**config.mk**
```make
export PLATFORM = sky130hd
export DESIGN_NAME = pac_queue
export DESIGN_NICKNAME = d
export VERILOG_FILES = /design/src/design/pac_pkg.sv /design/src/design/pac_queue.sv
export SDC_FILE = /design/constraint.sdc
export NUM_CORES = 1
export LEC_CHECK = 0
export ABC_AREA = 1
export BUFFER_PORTS_ARGS = -buffer_cell sky130_fd_sc_hd__buf_2
export CORE_AREA = 2 2 225 316
export CTS_CLUSTER_SIZE = 24
export DETAILED_ROUTE_END_ITERATION = 10
export DIE_AREA = 0 0 227 318
export RECOVER_POWER = 25
export REMOVE_ABC_BUFFERS = 1
export SETUP_SLACK_MARGIN = 0.15
export SLEW_MARGIN = 0
export SYNTH_ARGS = -nofsm -noshare
export SYNTH_HDL_FRONTEND = slang
export SYNTH_SLANG_ARGS = --single-unit
```
**constraint.sdc**
```tcl
create_clock -name clk -period 8.54 [get_ports clk]
set_clock_uncertainty 0.2 [all_clocks]
set_input_delay 0.427 -clock clk [delete_from_list [all_inputs] [get_ports clk]]
set_output_delay 0.427 -clock clk [all_outputs]
set_load 0.01 [all_outputs]
```
**src/design/pac_pkg.sv**
```systemverilog
// shared types, codes and tables of the pose agreement confirmer
`default_nettype none
package pac_pkg;

  localparam int ANGLE_BITS_DEF    = 16;
  localparam int CORDIC_STAGES_DEF = 16;
  localparam int CORDIC_W          = 36;
  localparam int QUEUE_DEPTH       = 4;

  localparam logic [1:0] FUNC_QUERY  = 2'd0;
  localparam logic [1:0] FUNC_INGEST = 2'd1;
  localparam logic [1:0] FUNC_CLEAR  = 2'd2;

  localparam logic [1:0] OUT_PENDING   = 2'd0;
  localparam logic [1:0] OUT_CONFIRMED = 2'd1;
  localparam logic [1:0] OUT_TIMEOUT   = 2'd2;
  localparam logic [1:0] OUT_SKIPPED   = 2'd3;

  localparam logic [2:0] REG_FRAMES    = 3'd0;
  localparam logic [2:0] REG_XY_TOL    = 3'd1;
  localparam logic [2:0] REG_YAW_TOL   = 3'd2;
  localparam logic [2:0] REG_PERIOD    = 3'd3;
  localparam logic [2:0] REG_WINDOW    = 3'd4;

  localparam int CFG_DATA_W = 40;

  typedef enum logic [1:0] {
    KIND_QUERY,
    KIND_INGEST,
    KIND_CLEAR,
    KIND_NONE
  } kind_t;

  typedef enum logic [1:0] {
    BK_IDLE,
    BK_CORDIC,
    BK_AGREE,
    BK_DONE
  } back_state_t;

  typedef struct packed {
    logic [15:0] frames_needed;
    logic [30:0] xy_tolerance;
    logic [14:0] yaw_tolerance;
    logic [39:0] probe_period_ns;
    logic [39:0] attempt_window_ns;
  } settings_t;

  typedef struct packed {
    kind_t                       kind;
    logic                        gates;
    logic [62:0]                 now_ns;
    logic [1:0]                  clock_kind;
    logic signed [31:0]          pos_x;
    logic signed [31:0]          pos_y;
    logic signed [CORDIC_W-1:0]  vec_x;
    logic signed [CORDIC_W-1:0]  vec_y;
    logic                        half_turn;
    logic                        rot_zero;
  } item_t;

  typedef struct packed {
    logic load;
    logic run;
    logic check;
    logic commit;
  } back_ctl_t;

  // atan(2^-i) in 2^32 units per turn
  function automatic logic [31:0] atan_turn(input logic [4:0] idx);
    logic [31:0] v;
    case (idx)
      5'd0:  v = 32'd536870912;
      5'd1:  v = 32'd316933406;
      5'd2:  v = 32'd167458907;
      5'd3:  v = 32'd85004756;
      5'd4:  v = 32'd42667331;
      5'd5:  v = 32'd21354465;
      5'd6:  v = 32'd10679838;
      5'd7:  v = 32'd5340245;
      5'd8:  v = 32'd2670163;
      5'd9:  v = 32'd1335087;
      5'd10: v = 32'd667544;
      5'd11: v = 32'd333772;
      5'd12: v = 32'd166886;
      5'd13: v = 32'd83443;
      5'd14: v = 32'd41722;
      5'd15: v = 32'd20861;
      5'd16: v = 32'd10430;
      5'd17: v = 32'd5215;
      5'd18: v = 32'd2608;
      5'd19: v = 32'd1304;
      5'd20: v = 32'd652;
      5'd21: v = 32'd326;
      5'd22: v = 32'd163;
      5'd23: v = 32'd81;
      default: v = 32'd0;
    endcase
    return v;
  endfunction

endpackage
`default_nettype wire

```
**src/design/pac_queue.sv**
```systemverilog
// short queue between the front end and the back end
`default_nettype none
module pac_queue (
  input  wire logic           clk,
  input  wire logic           rst,
  input  wire logic           push,
  input  wire pac_pkg::item_t push_item,
  output logic                full,
  input  wire logic           pop,
  output pac_pkg::item_t      head,
  output logic                empty
);

  localparam int PW = $clog2(pac_pkg::QUEUE_DEPTH);

  pac_pkg::item_t mem [pac_pkg::QUEUE_DEPTH];
  logic [PW-1:0]  wr_ptr;
  logic [PW-1:0]  rd_ptr;
  logic [PW:0]    count;

  assign full  = (count == (PW+1)'(pac_pkg::QUEUE_DEPTH));
  assign empty = (count == '0);
  assign head  = mem[rd_ptr];

  always_ff @(posedge clk) begin
    if (push) begin
      mem[wr_ptr] <= push_item;
    end
  end

  always_ff @(posedge clk) begin
    if (rst) begin
      wr_ptr <= '0;
      rd_ptr <= '0;
      count  <= '0;
    end else begin
      if (push) begin
        wr_ptr <= wr_ptr + PW'(1);
      end
      if (pop) begin
        rd_ptr <= rd_ptr + PW'(1);
      end
      case ({push, pop})
        2'b10:   count <= count + (PW+1)'(1);
        2'b01:   count <= count - (PW+1)'(1);
        default: count <= count;
      endcase
    end
  end

endmodule
`default_nettype wire

```
# Word-level counts from Yosys, hierarchy flattened
# Memories as Yosys holds them, arrays and structs flattened. A register that Yosys moved wholly into a read port is not among the register bits.
# Index checks and enable logic that the tools add are counted.
# Widths: inputs -> output; s select.
# word_totals
memories	1
output_inout_bits	208
word_cells	18
reg_bits	7
mem_bits_rw	824
# mem_list
name	depth	word_bits	read_ports	rd_clocked_by_memory_dff	wr	line	source
mem	4	206	1	1	1	pac_queue.sv:16	pac_pkg::item_t mem [pac_pkg::QUEUE_DEPTH];
# classes
reduce_logical	2
n_eq_ne	3
addsub	4
mux	5
# ops
cell	count
$pmux 3 s2	1
$add 2x1->2 const B	2
$mux 2	2
$add 3x1->3 const B	1
$eq 3x3->1 const B	1
$logic_not 3->1	1
$sub 3x1->3 const B	1
$eq 2x1->1 const B	1
$eq 2x2->1 const B	1
$mux 1	2
$reduce_bool 2->1	1

# Depth between registers and ports, before layout
# Gate-level depths: netlist (run 1).
# depth
ltp_word	3
mapped_depth	10
mapped_depth_nobuf	10

# Worst setup path after synthesis (run 1)
# Ideal clock, no wire load.
# synth_path
path_type	register to register
startpoint	register wr_ptr[0]
endpoint	memory mem[2][0] (netlist bit), enable pin
period_less_slack_ps	5300
arrival_ps	4542
n_path_buf	0
required_ps	7782
path_stages_with_launch	5
slack_ps	3240
setup_time_ps	558
cell_sequence	dfxtp_1 -> inv_1 -> ha_1 -> nand2_1 -> inv_1
# synth_rtl
item	line	source
start: declaration	pac_queue.sv:17	logic [PW-1:0] wr_ptr;
start signal: assignment	pac_queue.sv:38	wr_ptr <= wr_ptr + PW'(1);
end: declaration	pac_queue.sv:16	
# No word-level cell before the write port.

==> results of run 1 <==
[power by group through the flow]
| stage | clock (mW) | sequential [mW] | combinational, mW |
|---|---|---|---|
| after floorplan | 0 | 4.85 | 0.388 |
| after global placement | 0 | 4.80 | 0.779 |
| after detailed placement | 0 | 4.81 | 0.798 |
| after CTS | 3.28 | 4.72 | 0.884 |
| after global routing | 3.42 | 4.74 | 0.948 |
| final | 3.20 | 4.72 | 0.865 |
[synthesized netlist by cell type (2+ instances only)]
cell,number,area [µm²]
a21oi_1,5,25.0
buf_2,24,120
buf_4,15,113
buf_6,36,405
clkbuf_1,60,225
dfxtp_1,9,180
edfxtp_1,824,24700
ha_1,5,62.6
inv_1,16,60.1
nand2_1,9,33.8
nor2_1,415,1560
nor3_1,2,10.0
o21ai_0,370,1850
o21ai_1,48,240
o22ai_1,206,1290
[state kept, by name, indices dropped and copies added, names as in the netlist, named ones only]
name and flops:
mem 824, wr_ptr 2, count 3, rd_ptr 2
[layer usage]
| metal | track usage [%] | share of wire (%) |
|---|---|---|
| met5 | 0 | 0.018 |
| met2 | 35.9 | 52 |
| met4 | 7.90 | 3.3 |
| met3 | 4.21 | 5.9 |
| met1 | 23.7 | 39 |
[cell type report]
cell class              instances  area, µm²
clock buffers                 103       2060
flip-flops and latches        833      24900
well taps                     936       1170
fillers                      5813      31800
clock inverters                33        255
diodes                          3       7.51
inverters                      18        115
multi-input cells            1063       5100
repair buffers                642       4170
[metrics by stage]
step                cells  total power, mW
floorplan            1914             5.24
global placement     3283             5.58
finish               3631             8.79
global route         3631             9.10
detailed placement   3283             5.61
CTS                  3628             8.89
[timing repair]
item,CTS,global route
hold buffers,209,0
setup endpoints to repair,0,0
hold endpoints to repair,833,0
[cells by family after synthesis]
logic type,Yosys count
compound gates,629
fa+ha+maj,6
buf+inv,154
simple gates,428
flops,833
[worst max-delay path, cell delays in order (launching register included)]
cell and delay [ns]:
dfxtp_4 0.69, buf_4 0.69, buf_4 0.86, o21ai_0 0.26
o22ai_1 0.24, buf_2 0.18
[final timing paths]
kind / to / slack, ns / depth (start not counted)
max: head[174] / 4.19 / 5
min: flop / 0.25 / 1
max reg2reg: mem[0][189]$_DFFE_PP_ / 5.57 / 5
min reg2reg: flop / 0.25 / 1
==> impl.org, run 1 <==
** Global routing
- The first global-routing pass estimated 112,000 µm of wire.
- GR Util All Layers :: 20.2%
- The number of antenna violations at the first check in global routing came to 4.
- Entering global routing, the biggest net connects 220 pins.
- Global routing finished with a remaining overflow of 0.
- The via count of the first global-routing pass was 20.2k.

** Setup path
- By startpoint and endpoint, the worst setup path is classified as flop to output port.
- The worst setup path is captured at an output port.
- For the worst setup path, the data arrival time is 3.72 ns.
- Required time worst endpoint :: 7.91 ns
- In this run the critical register-to-register path is launched from wr_ptr[0]$_SDFFE_PP0P_.
- Startpoint type of the worst setup path :: flop
- Largest fanout on the critical path :: 101

** Floorplan
- Core outline area :: 0.0696 mm²
- In this run the core area contains 115 standard-cell rows.
- Height of the die :: 318 µm
- The floorplan step defined a die boundary enclosing 0.0722 mm².
- The initial utilization of the core area, before any placement, comes to 44.5%.
- In this run the count of I/O pins placed on the die edge is 418.
- Horiz. Die Dim :: 227 µm

** Yosys
- The synthesized netlist devotes 0% of its cell area to XOR and XNOR gates.
- The synthesized netlist devotes 0.267% of its cell area to adder and majority cells.
- Cell variety after synth :: 21
- Post-synthesis cell count :: 2,050
- Dominant register cell in the synthesized netlist :: edfxtp_1
- For this run, asynchronously set or reset flops after synthesis account for 0%.
- The share of the Yosys chip area taken by registers is 80.5%.
- The synthesized design contains 824 enable-type register cells.
- Post-Synthesis Cell Area :: 0.0310 mm²
- Synth Area in Simple Gates :: 5.21%
- Synth Register Bits :: 833
- The synthesized netlist devotes 11.0% of its cell area to compound gates.
- The Yosys step of the flow raised 0 warnings.
- In this run the mean area of a mapped cell was 15.1 µm².
- After synthesis, the largest family of logic cells by area is compound AO/OA/AOI/OAI gates.
- Mux cell area share after synthesis :: 0%

** Route
- Number of DRC violations after detailed routing :: 0
- For this block, the initial DRC count from the detailed router was 1,334.
- Final wirelength :: 73,800 µm
- For this run, the detailed router's first-pass iteration total came to 8.
- Number of vias after detailed routing :: 19.5k
- Vias per cell :: 5.37
- Average detailed-routed wire length per instance :: 20.3 µm
- The detail route stage leaves a number of antenna-violating nets equal to 0.

** Final layout
- Total number of nets in the final design :: 2,852
- The post-route netlist has 15.5% of its cells at a drive strength greater than 1.
- Cells fill 54.3% of the core in the end.
- The top cell types in the final layout, fill and taps aside, are edfxtp_1, nor2_1, o21ai_0.
- Synth-to-Final Area Change :: 22.1%
- Commonest non-fill, non-tap cell in the layout :: edfxtp_1
- Summing all non-filler instances in the final layout gives an area of 0.0378 mm².

** Power and ir drop
- In this run the power density over the cells is 233 mW/mm².
- Reported leakage power :: 12.8 nW
- Switching portion of total power :: 23.1%
- Per report_power, the clock group accounts for 36.4% of the total.
- Proportion of power drawn by combinational gates :: 9.8%
- Sequential share of power :: 53.7%
- Across the VDD grid, the largest voltage drop is 0.166 mV.
- The analysis attributes to net switching a power of 2.03 mW.
- Cell internal power was estimated by the tool at 6.76 mW.

** Clock network
- Worst-Skew Late Latency :: 0.61 ns
- Once the clock tree was built, the setup fixing pass inserted 0 buffers.
- TritonCTS built the clock tree.
- In this run, post-CTS repair resized a total of 0 instances.
- Clock root buffer :: clkbuf_16
- CTS Buf Count :: 78
- The clock drives 833 sinks.
- After clock tree synthesis, the clock-pin slew on the worst setup and hold paths is 0.06 ns.
- CTS built an H-tree with a depth of 3.
- Maximum buffer depth of the clock tree :: 3

** Hold path
- The worst hold path belongs to the class flop to flop.
- Hold path startpoint :: rd_ptr[1]$_SDFFE_PP0P_

** Timing
- Dividing the final minimum period by the clock period gives 50.9%.
- Setup tns final :: 0 ns
- The number of hold violations in the final report is 0.
- Max Clk Rate :: 0.230 GHz
- Final max-slew violation count :: 0
- Number of setup violations in the final report :: 0
- Setup repair after global routing missed its margin :: no
- Relative slew margins :: 15.2%
- Final hold analysis gives a worst-case slack of 0.253 ns.
- In the post-route analysis, the smallest setup slack over all paths is 4.19 ns.
- For the pin with the worst max-slew slack, the measured transition is 1.27 ns.
- The routed design could run at a clock period as short as 4.35 ns.

** Status
- Run status :: finished clean

** Place
- Final estimated routing congestion in global placement :: 0.748
- HPWL after detailed placement :: 40,300 µm
- Count of port buffers added during placement :: 417
- Before CTS, the worst setup slack after placement is 4.89 ns.
- Area after detailed placement :: 0.0336 mm²

** Flow run
- Across the run, the number of max-cap violations was 0.
No activity file was read; power rests on OpenSTA's default activity.
==> run 2, diff against run 1 <==
--- a/config.mk
+++ b/config.mk
@@ -5,12 +5,12 @@
 export SDC_FILE = /design/constraint.sdc
 export NUM_CORES = 1
 export LEC_CHECK = 0
-export ABC_AREA = 1
+export ABC_AREA = 0
 export BUFFER_PORTS_ARGS = -buffer_cell sky130_fd_sc_hd__buf_2
-export CORE_AREA = 2 2 225 316
+export CORE_AREA = 2 2 222 312
 export CTS_CLUSTER_SIZE = 24
 export DETAILED_ROUTE_END_ITERATION = 10
-export DIE_AREA = 0 0 227 318
+export DIE_AREA = 0 0 224 314
 export RECOVER_POWER = 25
 export REMOVE_ABC_BUFFERS = 1
 export SETUP_SLACK_MARGIN = 0.15
==> constraint.sdc (replaced) <==
create_clock -name clk -period 4.5 [get_ports clk]
set_clock_uncertainty 0.2 [all_clocks]
set_input_delay 0.225 -clock clk [delete_from_list [all_inputs] [get_ports clk]]
set_output_delay 0.225 -clock clk [all_outputs]
set_load 0.01 [all_outputs]
==> impl.org, run 2 <==
** Timing
- After layout, the worst path uses 69.7% of the clock period.
- The worst relative slew slack is 38.0% (was 15.2%).
- The final number of setup-violating endpoints was 0 (unchanged).
- Worst Slack Setup Final :: 1.36 ns (was 4.19 ns)
- The final-layout worst hold slack was 0.181 ns (was 0.253 ns).
- The number of max-slew violations in the final report came to 0 (unchanged).
- The number of hold violations in the final report came to 0 (unchanged).
- Slew at the pin closest to its max-slew limit :: 0.930 ns (was 1.27 ns)
- Crit path time final :: 3.14 ns
- Timing would allow up to 0.319 GHz.
- Setup repair after global routing missed its margin :: no (unchanged)

** Yosys
- The proportion of netlist area held by the largest area contributor was 82.1% (was 79.9%).
- Synthesis warning total :: 0 (unchanged)
- The share of flip-flops with an asynchronous set or reset after synthesis came to 0% (unchanged).
- Dominant register cell in the synthesized netlist :: edfxtp_1 (unchanged)
- The mean area per synthesized cell is 26.8 µm² (was 15.1 µm²).
- The instance count of the mapped netlist came to 1,123 (was 2,050).
- The most common cell in the synthesized netlist was edfxtp_1 (unchanged).
- Top cells by area, synth :: edfxtp_1, mux4_2, buf_6 (was edfxtp_1, o21ai_0, nor2_1)
- Post-synth top area cell :: edfxtp_1 (unchanged)
- Post-Synthesis Cell Area :: 0.0301 mm² (was 0.0310 mm²)
- The sequential fraction of the synthesis area is 82.7% (was 80.5%).
- The register bit total from synthesis was 833 (unchanged).
- Commonest cells in the netlist: edfxtp_1, mux4_2, buf_2 (was edfxtp_1, nor2_1, o21ai_0).
- Post-synth EDFFs :: 824 (unchanged)
- Cell variety after synth :: 20 (was 21)

** Route
- The number of vias in the routed layout came to 14.2k (was 19.5k).
- Number of nets with antenna violations after detailed routing :: 0 (unchanged)
- Vias per cell :: 5.18 (was 5.37)
- Average detailed-routed wire length per instance :: 22.7 µm (was 20.3 µm)
- The number of design rule violations left after detail routing came to 0 (unchanged).
- Drt first pass iters :: 5 (was 8)
- The detailed router's first-iteration violation count came to 756 (was 1,334).
- Final wirelength :: 62,200 µm (was 73,800 µm)

** Power and ir drop
- IR Drop Worst-Case VDD :: 0.381 mV (was 0.166 mV)
- The cell internal power dissipation was 13.4 mW (was 6.76 mW).
- Switching power total :: 3.79 mW (was 2.03 mW)
- Power, Total :: 17.2 mW (was 8.79 mW)
- The register share of total power came to 52.4% (was 53.7%).
- The leakage power came to 12.5 nW (was 12.8 nW).
- The share of total power in the clock network came to 37.3% (was 36.4%).
- The power density over the cells was 455 mW/mm² (was 233 mW/mm²).
- The proportion of power drawn by combinational gates was 10.3% (was 9.8%).
- Switching portion of total power :: 22.0% (was 23.1%)

** Place
- Number of placed instances with taps included :: 2,383 (was 3,283)
- The placed cell area was 0.0334 mm² (was 0.0336 mm²).
- Final estimated routing congestion in global placement :: 0.730 (was 0.748)
- The half-perimeter wire length of the detailed placement result came to 37,600 µm (was 40,300 µm).
- Setup slack at placement :: 1.92 ns (was 4.89 ns)
- The count of buffers from port buffering was 417 (unchanged).

** Setup path
- Crit Reg-Reg Startpoint :: wr_ptr[0]$_SDFFE_PP0P_ (unchanged)
- The data required time at the worst endpoint is 4.07 ns (was 7.91 ns).
- Reg-to-reg setup timing slack :: 2.16 ns (was 5.57 ns)
- The startpoint kind of the worst setup timing path is a flop (unchanged).
- Setup crit end kind :: output port (unchanged)
- Largest fanout on the critical path :: 35 (was 101)
- The type of the setup path with the least slack was flop to output port (unchanged).
- CP Data Arrival Time :: 2.71 ns (was 3.72 ns)

** Floorplan
- Height of the die :: 314 µm (was 318 µm)
- The die extent in x was 224 µm (was 227 µm).
- The initial standard-cell utilization of the core came to 44.7% (was 44.5%).
- The I/O pin count came to 418 (unchanged).
- The die area is 0.0703 mm² (was 0.0722 mm²).
- The number of placement rows was 113 (was 115).
- Core outline area :: 0.0674 mm² (was 0.0696 mm²)

** Global routing
- First-pass GRT wire length :: 94,300 µm (was 112,000 µm)
- The combined global-route utilization of all metal layers is 18.0% (was 20.2%).
- Maximum number of pins on one net before global-route repair :: 110 (was 220)
- Overflow left after global routing :: 0 (unchanged)
- The via count of the first global-routing pass came to 15.5k (was 20.2k).
- The number of antenna violations at the first check in global routing was 5 (was 4).

** Final layout
- Max reg flops :: 824 (unchanged)
- The fraction of final layout cells with drive strength greater than 1 was 34.8% (was 15.5%).
- The register with the most flip-flops is mem (unchanged).
- The area overhead of the layout relative to synthesis is 25.6% (was 22.1%).
- The final design instance area without fill was 0.0379 mm² (was 0.0378 mm²).
- The commonest non-fill, non-tap cell in the layout is edfxtp_1 (unchanged).
- Top library cells by usage in the layout, fill and taps aside: edfxtp_1, buf_2, dlygate4sd3_1 (was edfxtp_1, nor2_1, o21ai_0).
- Biggest regs :: mem: 824 flops, count: 3 flops (unchanged)
- The post-layout instance count excluding filler cells was 2,740 (was 3,631).
- Total number of nets in the final design :: 2,029 (was 2,852)

** Hold path
- Classification of the worst-slack hold path :: input port to flop (was flop to flop)
- Hold path startpoint :: push_item[127] (was rd_ptr[1]$_SDFFE_PP0P_)

** Clock network
- The total of cells resized after clock tree synthesis came to 0 (unchanged).
- The CTS H-tree depth was 3 (unchanged).
- Clk slew on worst S/H paths :: 0.06 ns (about the same)
- Maximum buffer depth of the clock tree :: 3 (unchanged)
- Quantity of hold-fixing buffers added after cts :: 211 (was 209)
- The number of buffers inserted during clock tree synthesis came to 79 (was 78).
- Clock tree from TritonCTS :: done (unchanged)
- Worst-Skew Late Latency :: 0.61 ns (about the same)
- The CTS root buffer was clkbuf_16 (unchanged).
- The number of sinks driven by the clock tree came to 833 (unchanged).
- Buffers inserted by post-CTS timing repair :: 0 (unchanged)

** Flow run
- # Max-Cap Violations :: 0 (unchanged)

** Status
- Run status: finished clean (unchanged).
-- run 2: cell count changes after synthesis, sizes merged, moves of 3 or more --
cell,before,now
inv,17,6
buf,75,39
nor2,415,8
xor2,0,3
nand2,9,1
clkbuf,61,8
o22ai,206,0
and2,0,4
a21oi,5,2
mux4,0,206
o21ai,418,1
-- run 2: logic make-up (layout without fill, tap and decap cells) --
kind of cell	Yosys count	count (layout)	share of synthesized area (%)
AOI/OAI and AO/OA	3	3	0.0498
xor gates and xnor gates	5	5	0.145
adders and majority gates	6	6	0.274
buffers and inverters	53	804	1.17
DFF	833	833	82.7
muxes	207	207	15.4
other	0	4	0
and+or+nand+nor	16	16	0.253
-- run 2: worst max-delay path, cell delays in order (launching register included) --
cell	delay, ns
dfxtp_4	0.60
buf_4	0.66
mux4_2	0.63
buf_2	0.16
-- run 2: final timing paths --
kind                      endpoint  depth (start not counted)
min reg2reg  count[1]$_SDFFE_PP0P_                          2
min          mem[1][127]$_DFFE_PP_                          2
max                       head[67]                          3
max reg2reg  mem[2][125]$_DFFE_PP_                          4
-- run 2: final cells by class --
cell class	instances	area, µm²
fillers	5091	29600
clock buffers	91	2080
clock inverters	51	428
multi-input cells	237	4880
well taps	862	1080
flip-flops and latches	833	24900
diodes	4	10.0
inverters	6	22.5
repair buffers	656	4420
-- run 2: metal layers --
layer / vias to the layer above / GRT usage, % / wire length (µm)
li1: 6259 / - / -
met1: 7409 / 22.2 / 24500
met2: 432 / 30.4 / 32000
met3: 98 / 4.16 / 3630
met4: 4 / 7.71 / 2040
met5: - / 0 / 30
-- run 2: power groups by stage --
stage,Combinational (mW),Sequential [mW],Clock (mW)
global route,1.91,9.04,6.89
global placement,1.66,9.16,0
floorplan,0.956,9.33,0
CTS,1.84,9.02,6.62
detailed placement,1.67,9.18,0
finish,1.77,9.01,6.43
-- run 2: per-stage QoR --
step / setup TNS [ns] / util [%]
6_report: 0 / 56.1
5_1_grt: 0 / 56.1
4_1_cts: 0 / 56.3
3_5_place_dp: 0 / 49.5
3_3_place_gp: 0 / 49.5
2_1_floorplan: -2312.52 / -
==> run 3, diff against run 2 <==
--- a/config.mk
+++ b/config.mk
@@ -5,12 +5,13 @@
 export SDC_FILE = /design/constraint.sdc
 export NUM_CORES = 1
 export LEC_CHECK = 0
-export ABC_AREA = 0
+export ABC_AREA = 1
 export BUFFER_PORTS_ARGS = -buffer_cell sky130_fd_sc_hd__buf_2
-export CORE_AREA = 2 2 222 312
+export CORE_AREA = 2 2 225 316
 export CTS_CLUSTER_SIZE = 24
 export DETAILED_ROUTE_END_ITERATION = 10
-export DIE_AREA = 0 0 224 314
+export DIE_AREA = 0 0 227 318
+export PLACE_DENSITY = 0.67
 export RECOVER_POWER = 25
 export REMOVE_ABC_BUFFERS = 1
 export SETUP_SLACK_MARGIN = 0.15
==> constraint.sdc (replaced) <==
create_clock -name clk -period 2.54 [get_ports clk]
set_clock_uncertainty 0.2 [all_clocks]
set_input_delay 0.127 -clock clk [delete_from_list [all_inputs] [get_ports clk]]
set_output_delay 0.127 -clock clk [all_outputs]
set_load 0.01 [all_outputs]
==> impl.org, run 3 (synthesized netlist as in run 1, its figures left out) <==
** Flow run
- # Max-Cap Violations :: 0 (unchanged)

** Global routing
- The overflow left after global routing is 0 (unchanged).
- GR Util All Layers :: 23.3% (was 18.0%)
- Initial antenna violation count :: 13 (was 5)
- Via count of the first global-routing pass :: 21.5k (was 15.5k)
- Maximum number of pins on one net before global-route repair :: 64 (was 110)
- First-pass GRT wire length :: 126,000 µm (was 94,300 µm)

** Place
- Area after detailed placement :: 0.0343 mm² (was 0.0334 mm²)
- The count of buffers from port buffering is 417 (unchanged).
- The number of placed instances with taps included was 3,330 (was 2,383).
- The half-perimeter wire length of the detailed placement result is 44,200 µm (was 37,600 µm).
- The global placer's final weighted congestion came to 0.772 (was 0.730).
- Setup slack at placement :: 0.402 ns (was 1.92 ns)

** Hold path
- The class of the most critical hold timing path is input port to flop (unchanged).

** Route
- The number of design rule violations left after detail routing came to 0 (unchanged).
- Vias per cell :: 5.60 (was 5.18)
- The post-detailed-route count of antenna-violating nets was 0 (unchanged).
- The overall routed net length was 89,700 µm (was 62,200 µm).
- Drt first pass iters :: 6 (was 5)
- The detailed router's first-iteration violation count is 1,803 (was 756).
- The number of vias in the routed layout came to 21.0k (was 14.2k).
- The post-detailed-route wirelength per cell came to 23.9 µm (was 22.7 µm).

** Setup path
- The data required time at the worst endpoint came to 2.21 ns (was 4.07 ns).
- Startpoint type of the worst setup path :: flop (unchanged)
- The largest fanout of any net on the critical path came to 15 (was 35).
- The category of cells accounting for the largest share of critical-path delay is buffers and inverters (unchanged).
- Setup crit end kind :: output port (unchanged)
- The peak per-stage delay on the critical path came to 0.48 ns (was 0.66 ns).
- Critical path type :: flop to output port (unchanged)
- Slowest library cell on the worst path :: dfxtp_4 (was buf_4)
- CP cell instances :: buf_8, buf_12, clkbuf_16, o21ai_0, o22ai_1, buf_2 (was buf_4, mux4_2, buf_2)
- CP Data Arrival Time :: 2.11 ns (was 2.71 ns)
- The buffers plus inverters on the worst setup path came to 4 (was 2).

** Final layout
- The register with the most flip-flops was mem (unchanged).
- Biggest regs: mem: 824 flops, count: 3 flops (unchanged).
- The final design instance area without fill came to 0.0402 mm² (was 0.0379 mm²).
- Max reg flops :: 824 (unchanged)
- Final std cells w/o fill :: 3,750 (was 2,740)
- Share of final-layout standard cells stronger than drive strength 1 :: 19.9% (was 34.8%)
- Synth-to-Final Area Change :: 29.8% (was 25.6%)
- Top library cells by usage in the layout, fill and taps aside :: edfxtp_1, nor2_1, o21ai_0 (was edfxtp_1, buf_2, dlygate4sd3_1)
- The combined area of the multi-input logic cells came to 0.00524 mm² (was 0.00488 mm²).
- Area of all sequential standard cells :: 0.0249 mm² (unchanged)
- The final core utilization is 57.7% (was 56.1%).
- Filler instances :: 5,356 (was 5,091)
- Total number of nets in the final design :: 2,959 (was 2,029)
- Commonest non-fill, non-tap cell in the layout :: edfxtp_1 (unchanged)

** Timing
- The final-layout worst hold slack came to 0.0771 ns (was 0.181 ns).
- Final period utilization :: 95.9%
- Crit path time final :: 2.43 ns
- Setup repair after global routing missed its margin: yes (was no).
- Final max-slew violation count :: 0 (unchanged)
- Max Clk Rate :: 0.411 GHz
- Relative slew margins :: 69.0% (was 38.0%)
- The total negative setup slack came to 0 ns (unchanged).
- Worst Slack Setup Final :: 0.105 ns (was 1.36 ns)
- The number of hold violations in the final report came to 0 (unchanged).
- The final number of setup-violating endpoints was 0 (unchanged).
- The transition time at the pin with the least slew margin is 0.465 ns (was 0.930 ns).

** Floorplan
- Core outline area :: 0.0696 mm² (was 0.0674 mm²)
- The die area was 0.0722 mm² (was 0.0703 mm²).
- The vertical die dimension came to 318 µm (was 314 µm).
- Horiz. Die Dim :: 227 µm (was 224 µm)
- Starting density of the core :: 44.5% (was 44.7%)
- Number of standard-cell rows in the floorplan :: 115 (was 113)
- The I/O pin count was 418 (unchanged).

** Clock network
- Count of clock tree sinks :: 833 (unchanged)
- The number of buffers inserted during clock tree synthesis came to 78 (was 79).
- Level count of the clock H-tree :: 3 (unchanged)
- Maximum buffer depth of the clock tree :: 3 (unchanged)
- Clk slew on worst S/H paths :: 0.07 ns (was 0.06 ns)
- Clock root buffer :: clkbuf_16 (unchanged)
- The clock network latency to the later pin of the worst-skew pair is 0.60 ns (was 0.61 ns).
- The clock tree from TritonCTS is done (unchanged).

** Power and ir drop
- The maximum resistive drop on vdd was 0.667 mV (was 0.381 mV).
- Power per cell area :: 763 mW/mm² (was 455 mW/mm²)
- The final total power is 30.7 mW (was 17.2 mW).
- Reported leakage power :: 13.9 nW (was 12.5 nW)

** Status
- Run status :: finished clean (unchanged)
==> run 3: repair_timing <==
item                                    4_1_cts  5_1_grt
buffers inserted                             21        3
cloned                                       21       14
pin swaps                                    12       23
hold buffers                                210        0
resized for setup                            64      105
endpoints found under the setup margin      206      153
endpoints found under the hold margin       912        0
==> run 3: power by group <==
| group | switching [mW] | internal, mW | total, mW |
|---|---|---|---|
| Sequential | 0.136 | 15.7 | 15.9 |
| Clock | 4.88 | 6.25 | 11.1 |
| Combinational | 2.29 | 1.42 | 3.71 |
==> run 3: cell type report <==
| class | instances | area share (%) |
|---|---|---|
| tap | 936 | 2.91 |
| timing repair inverter | 7 | 0.289 |
| clock buffer | 98 | 5.20 |
| multi-input combinational | 1063 | 13.0 |
| inverter | 18 | 0.339 |
| timing repair buffer | 742 | 15.3 |
| antenna | 11 | 0.0685 |
| clock inverter | 42 | 0.809 |
| sequential | 833 | 62.0 |
==> run 3: metal layers <==
| metal | global-route usage [%] | vias up | part of all wire [%] |
|---|---|---|---|
| met5 | 0 | - | 0.030 |
| met4 | 10.4 | 4 | 3.8 |
| met3 | 4.88 | 197 | 7.4 |
| met2 | 40.9 | 1023 | 51 |
| met1 | 27.5 | 10547 | 37 |
| li1 | - | 9230 | - |
==> run 3: worst paths after layout <==
kind / endpoint / slack (ns) / start / cells after the start
worst max register to register: mem[2][126]$_DFFE_PP_ / 0.56 / wr_ptr[0]$_SDFFE_PP0P_ / 5
worst min register to register: flop / 0.27 / rd_ptr[1]$_SDFFE_PP0P_ / 1
worst min-delay path: mem[0][137]$_DFFE_PP_ / 0.08 / push_item[137] / 2
worst max-delay path: head[174] / 0.11 / flop / 6
